===== src/sv/bph_pkg.sv =====
// ----------------------------------------------------------------------------
// bph_pkg
// Types, constants and helpers shared by the byte pair histogram modules.
// ----------------------------------------------------------------------------
package bph_pkg;

    localparam int ALPHABET_SIZE = 256;
    localparam int COUNT_BITS    = 32;
    localparam int BYTE_W        = 8;
    localparam int OUT_W         = 32;
    localparam int PAIR_DEPTH    = ALPHABET_SIZE * ALPHABET_SIZE;
    localparam int ADDR_W        = $clog2(PAIR_DEPTH);

    localparam logic [COUNT_BITS-1:0] COUNT_MAX = {COUNT_BITS{1'b1}};

    localparam logic [1:0] OP_ADD   = 2'd0;
    localparam logic [1:0] OP_READ  = 2'd1;
    localparam logic [1:0] OP_CLEAR = 2'd2;

    typedef struct packed {
        logic [1:0]        op;
        logic [BYTE_W-1:0] byte_value;
        logic [BYTE_W-1:0] first_byte;
        logic [BYTE_W-1:0] second_byte;
    } item_t;

    typedef struct packed {
        logic [OUT_W-1:0] pair_count;
        logic [OUT_W-1:0] max_count;
        logic             have_previous;
    } result_t;

    // Commands from the controller to the datapath.
    typedef struct packed {
        logic latch_item;
        logic finish;
        logic sweep_write;
    } dp_cmd_t;

    // Status from the datapath to the controller.
    typedef struct packed {
        logic out_free;
        logic sweep_last;
        logic is_clear;
    } dp_status_t;

    function automatic logic in_alphabet(input logic [BYTE_W-1:0] b);
        return ({1'b0, b} < (BYTE_W+1)'(ALPHABET_SIZE));
    endfunction

    function automatic logic [ADDR_W-1:0] pair_index(input logic [BYTE_W-1:0] f,
                                                     input logic [BYTE_W-1:0] s);
        logic [2*BYTE_W:0] full;
        full = (2*BYTE_W+1)'(f) * (2*BYTE_W+1)'(ALPHABET_SIZE) + (2*BYTE_W+1)'(s);
        return full[ADDR_W-1:0];
    endfunction

endpackage


===== src/sv/bph_ctrl.sv =====
// ----------------------------------------------------------------------------
// bph_ctrl
// Sequencer: clearing sweep, item accept, counter read and result issue.
// ----------------------------------------------------------------------------
module bph_ctrl
    import bph_pkg::*;
(
    input  logic       clk,
    input  logic       rst_n,
    input  logic       item_valid,
    output logic       item_stall,
    input  dp_status_t status,
    output dp_cmd_t    cmd
);

    localparam logic [1:0] S_CLEAR  = 2'd0;
    localparam logic [1:0] S_IDLE   = 2'd1;
    localparam logic [1:0] S_READ   = 2'd2;
    localparam logic [1:0] S_FINISH = 2'd3;

    logic [1:0] state_reg;
    logic [1:0] state_next;

    always_comb
    begin
        state_next = state_reg;
        cmd        = '0;
        unique case (state_reg)
            S_CLEAR:
            begin
                cmd.sweep_write = 1'b1;
                if (status.sweep_last)
                begin
                    state_next = S_IDLE;
                end
            end
            S_IDLE:
            begin
                if (item_valid)
                begin
                    cmd.latch_item = 1'b1;
                    state_next     = S_READ;
                end
            end
            S_READ:
            begin
                // The RAM registers the counter addressed by the item here; the data arrives in S_FINISH.
                state_next = S_FINISH;
            end
            S_FINISH:
            begin
                if (status.out_free)
                begin
                    cmd.finish = 1'b1;
                    state_next = status.is_clear ? S_CLEAR : S_IDLE;
                end
            end
            default:
            begin
                state_next = S_CLEAR;
            end
        endcase
    end

    always_ff @(posedge clk or negedge rst_n)
    begin
        if (!rst_n)
        begin
            state_reg <= S_CLEAR;
        end
        else
        begin
            state_reg <= state_next;
        end
    end

    assign item_stall = (state_reg != S_IDLE);

endmodule


===== config.mk =====
export PLATFORM = sky130hd
export DESIGN_NAME = bph_ctrl
export DESIGN_NICKNAME = d
export VERILOG_FILES = /design/src/sv/bph_pkg.sv /design/src/sv/bph_ctrl.sv
export SDC_FILE = /design/constraint.sdc
export NUM_CORES = 1
export LEC_CHECK = 0
export BUFFER_PORTS_ARGS = -buffer_cell sky130_fd_sc_hd__buf_4
export CAP_MARGIN = 20
export CORE_AREA = 3 3 40 42
export CTS_BUF_LIST = sky130_fd_sc_hd__clkbuf_8
export CTS_CLUSTER_SIZE = 25
export DETAILED_ROUTE_END_ITERATION = 12
export DIE_AREA = 0 0 43 45
export GPL_ROUTABILITY_DRIVEN = 0
export GPL_TIMING_DRIVEN = 0
export HOLD_SLACK_MARGIN = 0.03
export SLEW_MARGIN = 5
export SYNTH_ARGS = -nofsm -noshare
export SYNTH_HDL_FRONTEND = slang
export SYNTH_SLANG_ARGS = --single-unit

===== constraint.sdc =====
create_clock -name clk -period 1.5 [get_ports clk]
set_input_delay 0.225 -clock clk [delete_from_list [all_inputs] [get_ports clk]]
set_output_delay 0.225 -clock clk [all_outputs]
set_load 0.03 [all_outputs]

==> metrics.md <==
| Metric | Value |
|---|---|
| Via count of the first global-routing pass | `~170` |
| Endpoint of the worst setup timing path | `cmd[1]` |
| Largest net degree at the start of global routing | `7` |
| Worst R2R End | `state_reg[1]` |
| Setup-violating endpoint count in the final report | `0` |
| Register area share after synthesis | `26.8%` |
| Period Utilization, post-route | `95.4%` |
| Proportion of synthesized flip-flops having asynchronous set or reset | `100%` |
| Number of non-filler instances in the completed layout | `47` |
| Data arrival time at the worst-slack endpoint | `between 1 and 1.5 ns` |
| Number of antenna violations at the first check in global routing | `0` |
| Proportion of netlist area held by the largest area contributor | `26.8%` |
| Initial core utilization | `14.5%` |
| Reg-to-reg startpoint | `state_reg[0]` |
| DP Cell Count | `43` |
| Pins over their slew limit | `0` |
| Post-detailed-routing wire length | `around 370 µm` |
| Delay of the slowest critical-path stage | `approximately 0.42 ns` |
| Wire length of the first global-routing pass | `607 µm` |
| NumNets Final | `43` |
| DRT Pass-1 Iters | `4` |
| Largest fanout on the critical path | `6` |
| Full die area | `1940 µm²` |
| Clock H-tree levels | `1` |
| Flop pwr share | `15.9%` |
| Cell Int Power | `479 µW` |
| Worst path slowest cell | `sky130_fd_sc_hd__dfrtp_1` |
| PwrDens | `approximately 2300 nW/µm²` |
| Post-synthesis share of cell area spent on full adders, half adders and majority gates | `20.1%` |
| Synthesis warning total | `0` |
| Height of the die | `about 45 µm` |
| Net Sw Frac | `37.3%` |
| Post-synth cell types | `11` |
| Antenna-violating nets left | `0` |
| Result of the run | `complete, no violations` |
| Leakage Power | `0.000160 µW` |
| Area growth from synthesis to layout | `75.2%` |
| IO Pins | `10` |
| Number of vias after detailed routing | `169` |
| Die width | `43 µm` |
| Multiplexer share of the synthesized area | `8.05%` |
| Element type at the critical path end | `primary output` |
| Placed Instance Area | `275 µm²` |
| Portion of total power attributed to the clock network | `a little over a quarter` |
| Final-layout setup total negative slack | `0 ns` |
| Setup clock skew after layout | `~0.00064 ns` |
| CTS buffer count | `3` |
| CTS root buf | `sky130_fd_sc_hd__clkbuf_8` |
| Maximum operating frequency | `0.699 GHz` |
| Netlist Area Pre-Place | `around 190 µm²` |
| Final std cell area, no fill | `327 µm²` |
| Number of sinks driven by the clock tree | `2` |
| Most frequently used flop master after synthesis | `sky130_fd_sc_hd__dfrtp_1` |
| GRT Resource Usage Total | `under 10%` |
| Tightest hold margin | `about 0.33 ns` |
| Row count | `13` |
| Switching power | `between 200 and 300 µW` |
| Count of hold-fix buffers inserted at cts | `1` |
| Cell taking the most area after synthesis | `sky130_fd_sc_hd__dfrtp_1` |
| Final hold vios | `0` |
| Worst-case reg-to-reg path depth | `4` |
| Final min period | `about 1.4 ns` |
| Max-slew headroom | `87.6%` |
| HPWL after detailed placement | `305 µm` |
| Gate Count Post-Synth | `19` |
| Register-to-register setup slack | `between 0.1 and 0.15 ns` |
| CP Launch Point | `state_reg[0]` |
| Number of synthesized flops with an enable pin | `0` |
| Initial detailed-routing violation count | `1` |
| Maximum vdd ir drop | `around 0.00046 V` |
| Worst endpoint required time | `1.27 ns` |
| Diode insertion count for antenna repair | `0` |
| Fraction of power consumed by combinational cells | `a little under three fifths` |
| Kind of launch point of the worst setup path | `flip-flop` |
| Ranking of synthesized cells by area | `sky130_fd_sc_hd__dfrtp_1 (27%), sky130_fd_sc_hd__ha_1 (20%), sky130_fd_sc_hd__nand2b_1 (13%)` |
| Post-CTS sizing | `0` |
| Final Worst Setup Slack | `0.0687 ns` |
| Class of the most critical hold timing path | `input port to async pin` |
| DP Worst Slack | `0.124 ns` |
| Postcts setup bufs | `0` |
| Maximum Capacitance Violations | `0` |
| Routed via count divided by cell count | `between 3 and 4` |
| Simple-gate share of the synthesized area | `28.9%` |
| Synth cell count leaders | `sky130_fd_sc_hd__nand2b_1 (4), sky130_fd_sc_hd__ha_1 (3), sky130_fd_sc_hd__inv_1 (3)` |
| Number of flip-flops under the largest register name | `2` |
| Later-pin clock latency in the skew report | `0.21 ns` |
| Synthesized area divided by synthesized cell count | `9.81 µm²` |
| Syn Nets | `28` |
| Number of buffer cells added on primary ports | `9` |
| Sum of overflow across all layers after global routing | `0` |
| Critical Path, Cell by Cell | `ha_1 -> and2_2 -> buf_4` |
| Clk slew on worst S/H paths | `around 0.03 ns` |
| Buffer depth of the longest clock path | `2` |
| Share of final-layout standard cells stronger than drive strength 1 | `53.1%` |
| Unrepaired setup endpoints after global routing | `false` |
| XOR/XNOR Fraction of Synth Area | `0%` |
| Actual transition at the worst max-transition pin | `0.186 ns` |
| Remaining DRCs | `0` |
| Total of flip-flops plus latches after synthesis | `2` |
| Most common cell in the synthesized netlist | `sky130_fd_sc_hd__nand2b_1` |
| Largest family of logic cells by synthesized area | `simple AND/OR/NAND/NOR gates` |
| Compound-gate portion of the synthesized area | `10.1%` |
| CORE AREA | `1280 µm²` |
| Detailed-route wire length per cell | `7.87 µm` |
| TritonCTS clock tree | `done` |
| Crit path kind | `flip-flop to primary output` |
## cell families (layout without fill, tap and decap cells)
logic type      Yosys count  after routing
fa+ha+maj                 3              3
buf+inv                   3             16
compound gates            2              2
mux                       1              1
flops                     2              2
simple gates              8              8
## critical path, delay by kind of cell (launching register included)
| kind | cells | cell delay, ns |
|---|---|---|
| DFF | 1 | 0.42 |
| adders and majority gates | 1 | 0.25 |
| buffers and inverters | 1 | 0.16 |
| and+or+nand+nor | 1 | 0.17 |
## stage by stage
stage               utilization [%]  total power (µW)
global route                   25.4               834
global placement               21.4               556
floorplan                         -               449
CTS                            25.4               782
finish                         25.4               765
detailed placement             21.4               562
## power by group through the flow
stage	clock network [µW]	registers [µW]	logic (µW)
2_1_floorplan	0	115	334
3_3_place_gp	0	123	433
3_5_place_dp	0	122	439
4_1_cts	216	122	444
5_1_grt	226	126	482
6_report	208	121	436
## metal layers
metal / routed length (µm) / vias to the layer above / share of wire (%) / track usage (%)
met5: 0 / - / 0 / 0
met4: 0 / 0 / 0 / 7.23
met3: 46 / 0 / 12 / 2.39
met2: 176 / 7 / 48 / 5.99
met1: 147 / 74 / 40 / 4.83
li1: - / 88 / - / -
## cell type report
| cell class | instances | area (µm²) |
|---|---|---|
| Timing Repair Buffer | 10 | 77.6 |
| Multi-Input combinational cell | 14 | 128 |
| Tap cell | 15 | 18.8 |
| Clock buffer | 3 | 41.3 |
| Inverter | 3 | 11.3 |
| Sequential cell | 2 | 50.0 |
| Fill cell | 143 | 958 |
## cell usage in the layout (no fill, tap or decap)
cell	synthesis	routed
sky130_fd_sc_hd__nor2_1	1	1
sky130_fd_sc_hd__inv_1	3	3
sky130_fd_sc_hd__clkbuf_8	0	3
sky130_fd_sc_hd__ha_1	3	2
sky130_fd_sc_hd__buf_4	0	9
sky130_fd_sc_hd__and2_2	1	1
sky130_fd_sc_hd__dlygate4sd3_1	0	1
sky130_fd_sc_hd__ha_2	0	1
sky130_fd_sc_hd__mux2_4	1	1
sky130_fd_sc_hd__a41oi_1	1	1
sky130_fd_sc_hd__and2_1	1	1
sky130_fd_sc_hd__nand2b_1	4	4
sky130_fd_sc_hd__and3_4	1	1
sky130_fd_sc_hd__o22a_2	1	1
sky130_fd_sc_hd__dfrtp_1	2	2
## worst min-delay path by stage
stage,end,slack [ns],cells after the start
2_1_floorplan,state_reg[0],-0.07,0
3_3_place_gp,state_reg[1],0.01,1
3_5_place_dp,state_reg[0],0.01,1
4_1_cts,state_reg[1],0.33,2
5_1_grt,state_reg[1],0.34,2
6_report,state_reg[1],0.33,2
Power figures use the tool's default switching activity.
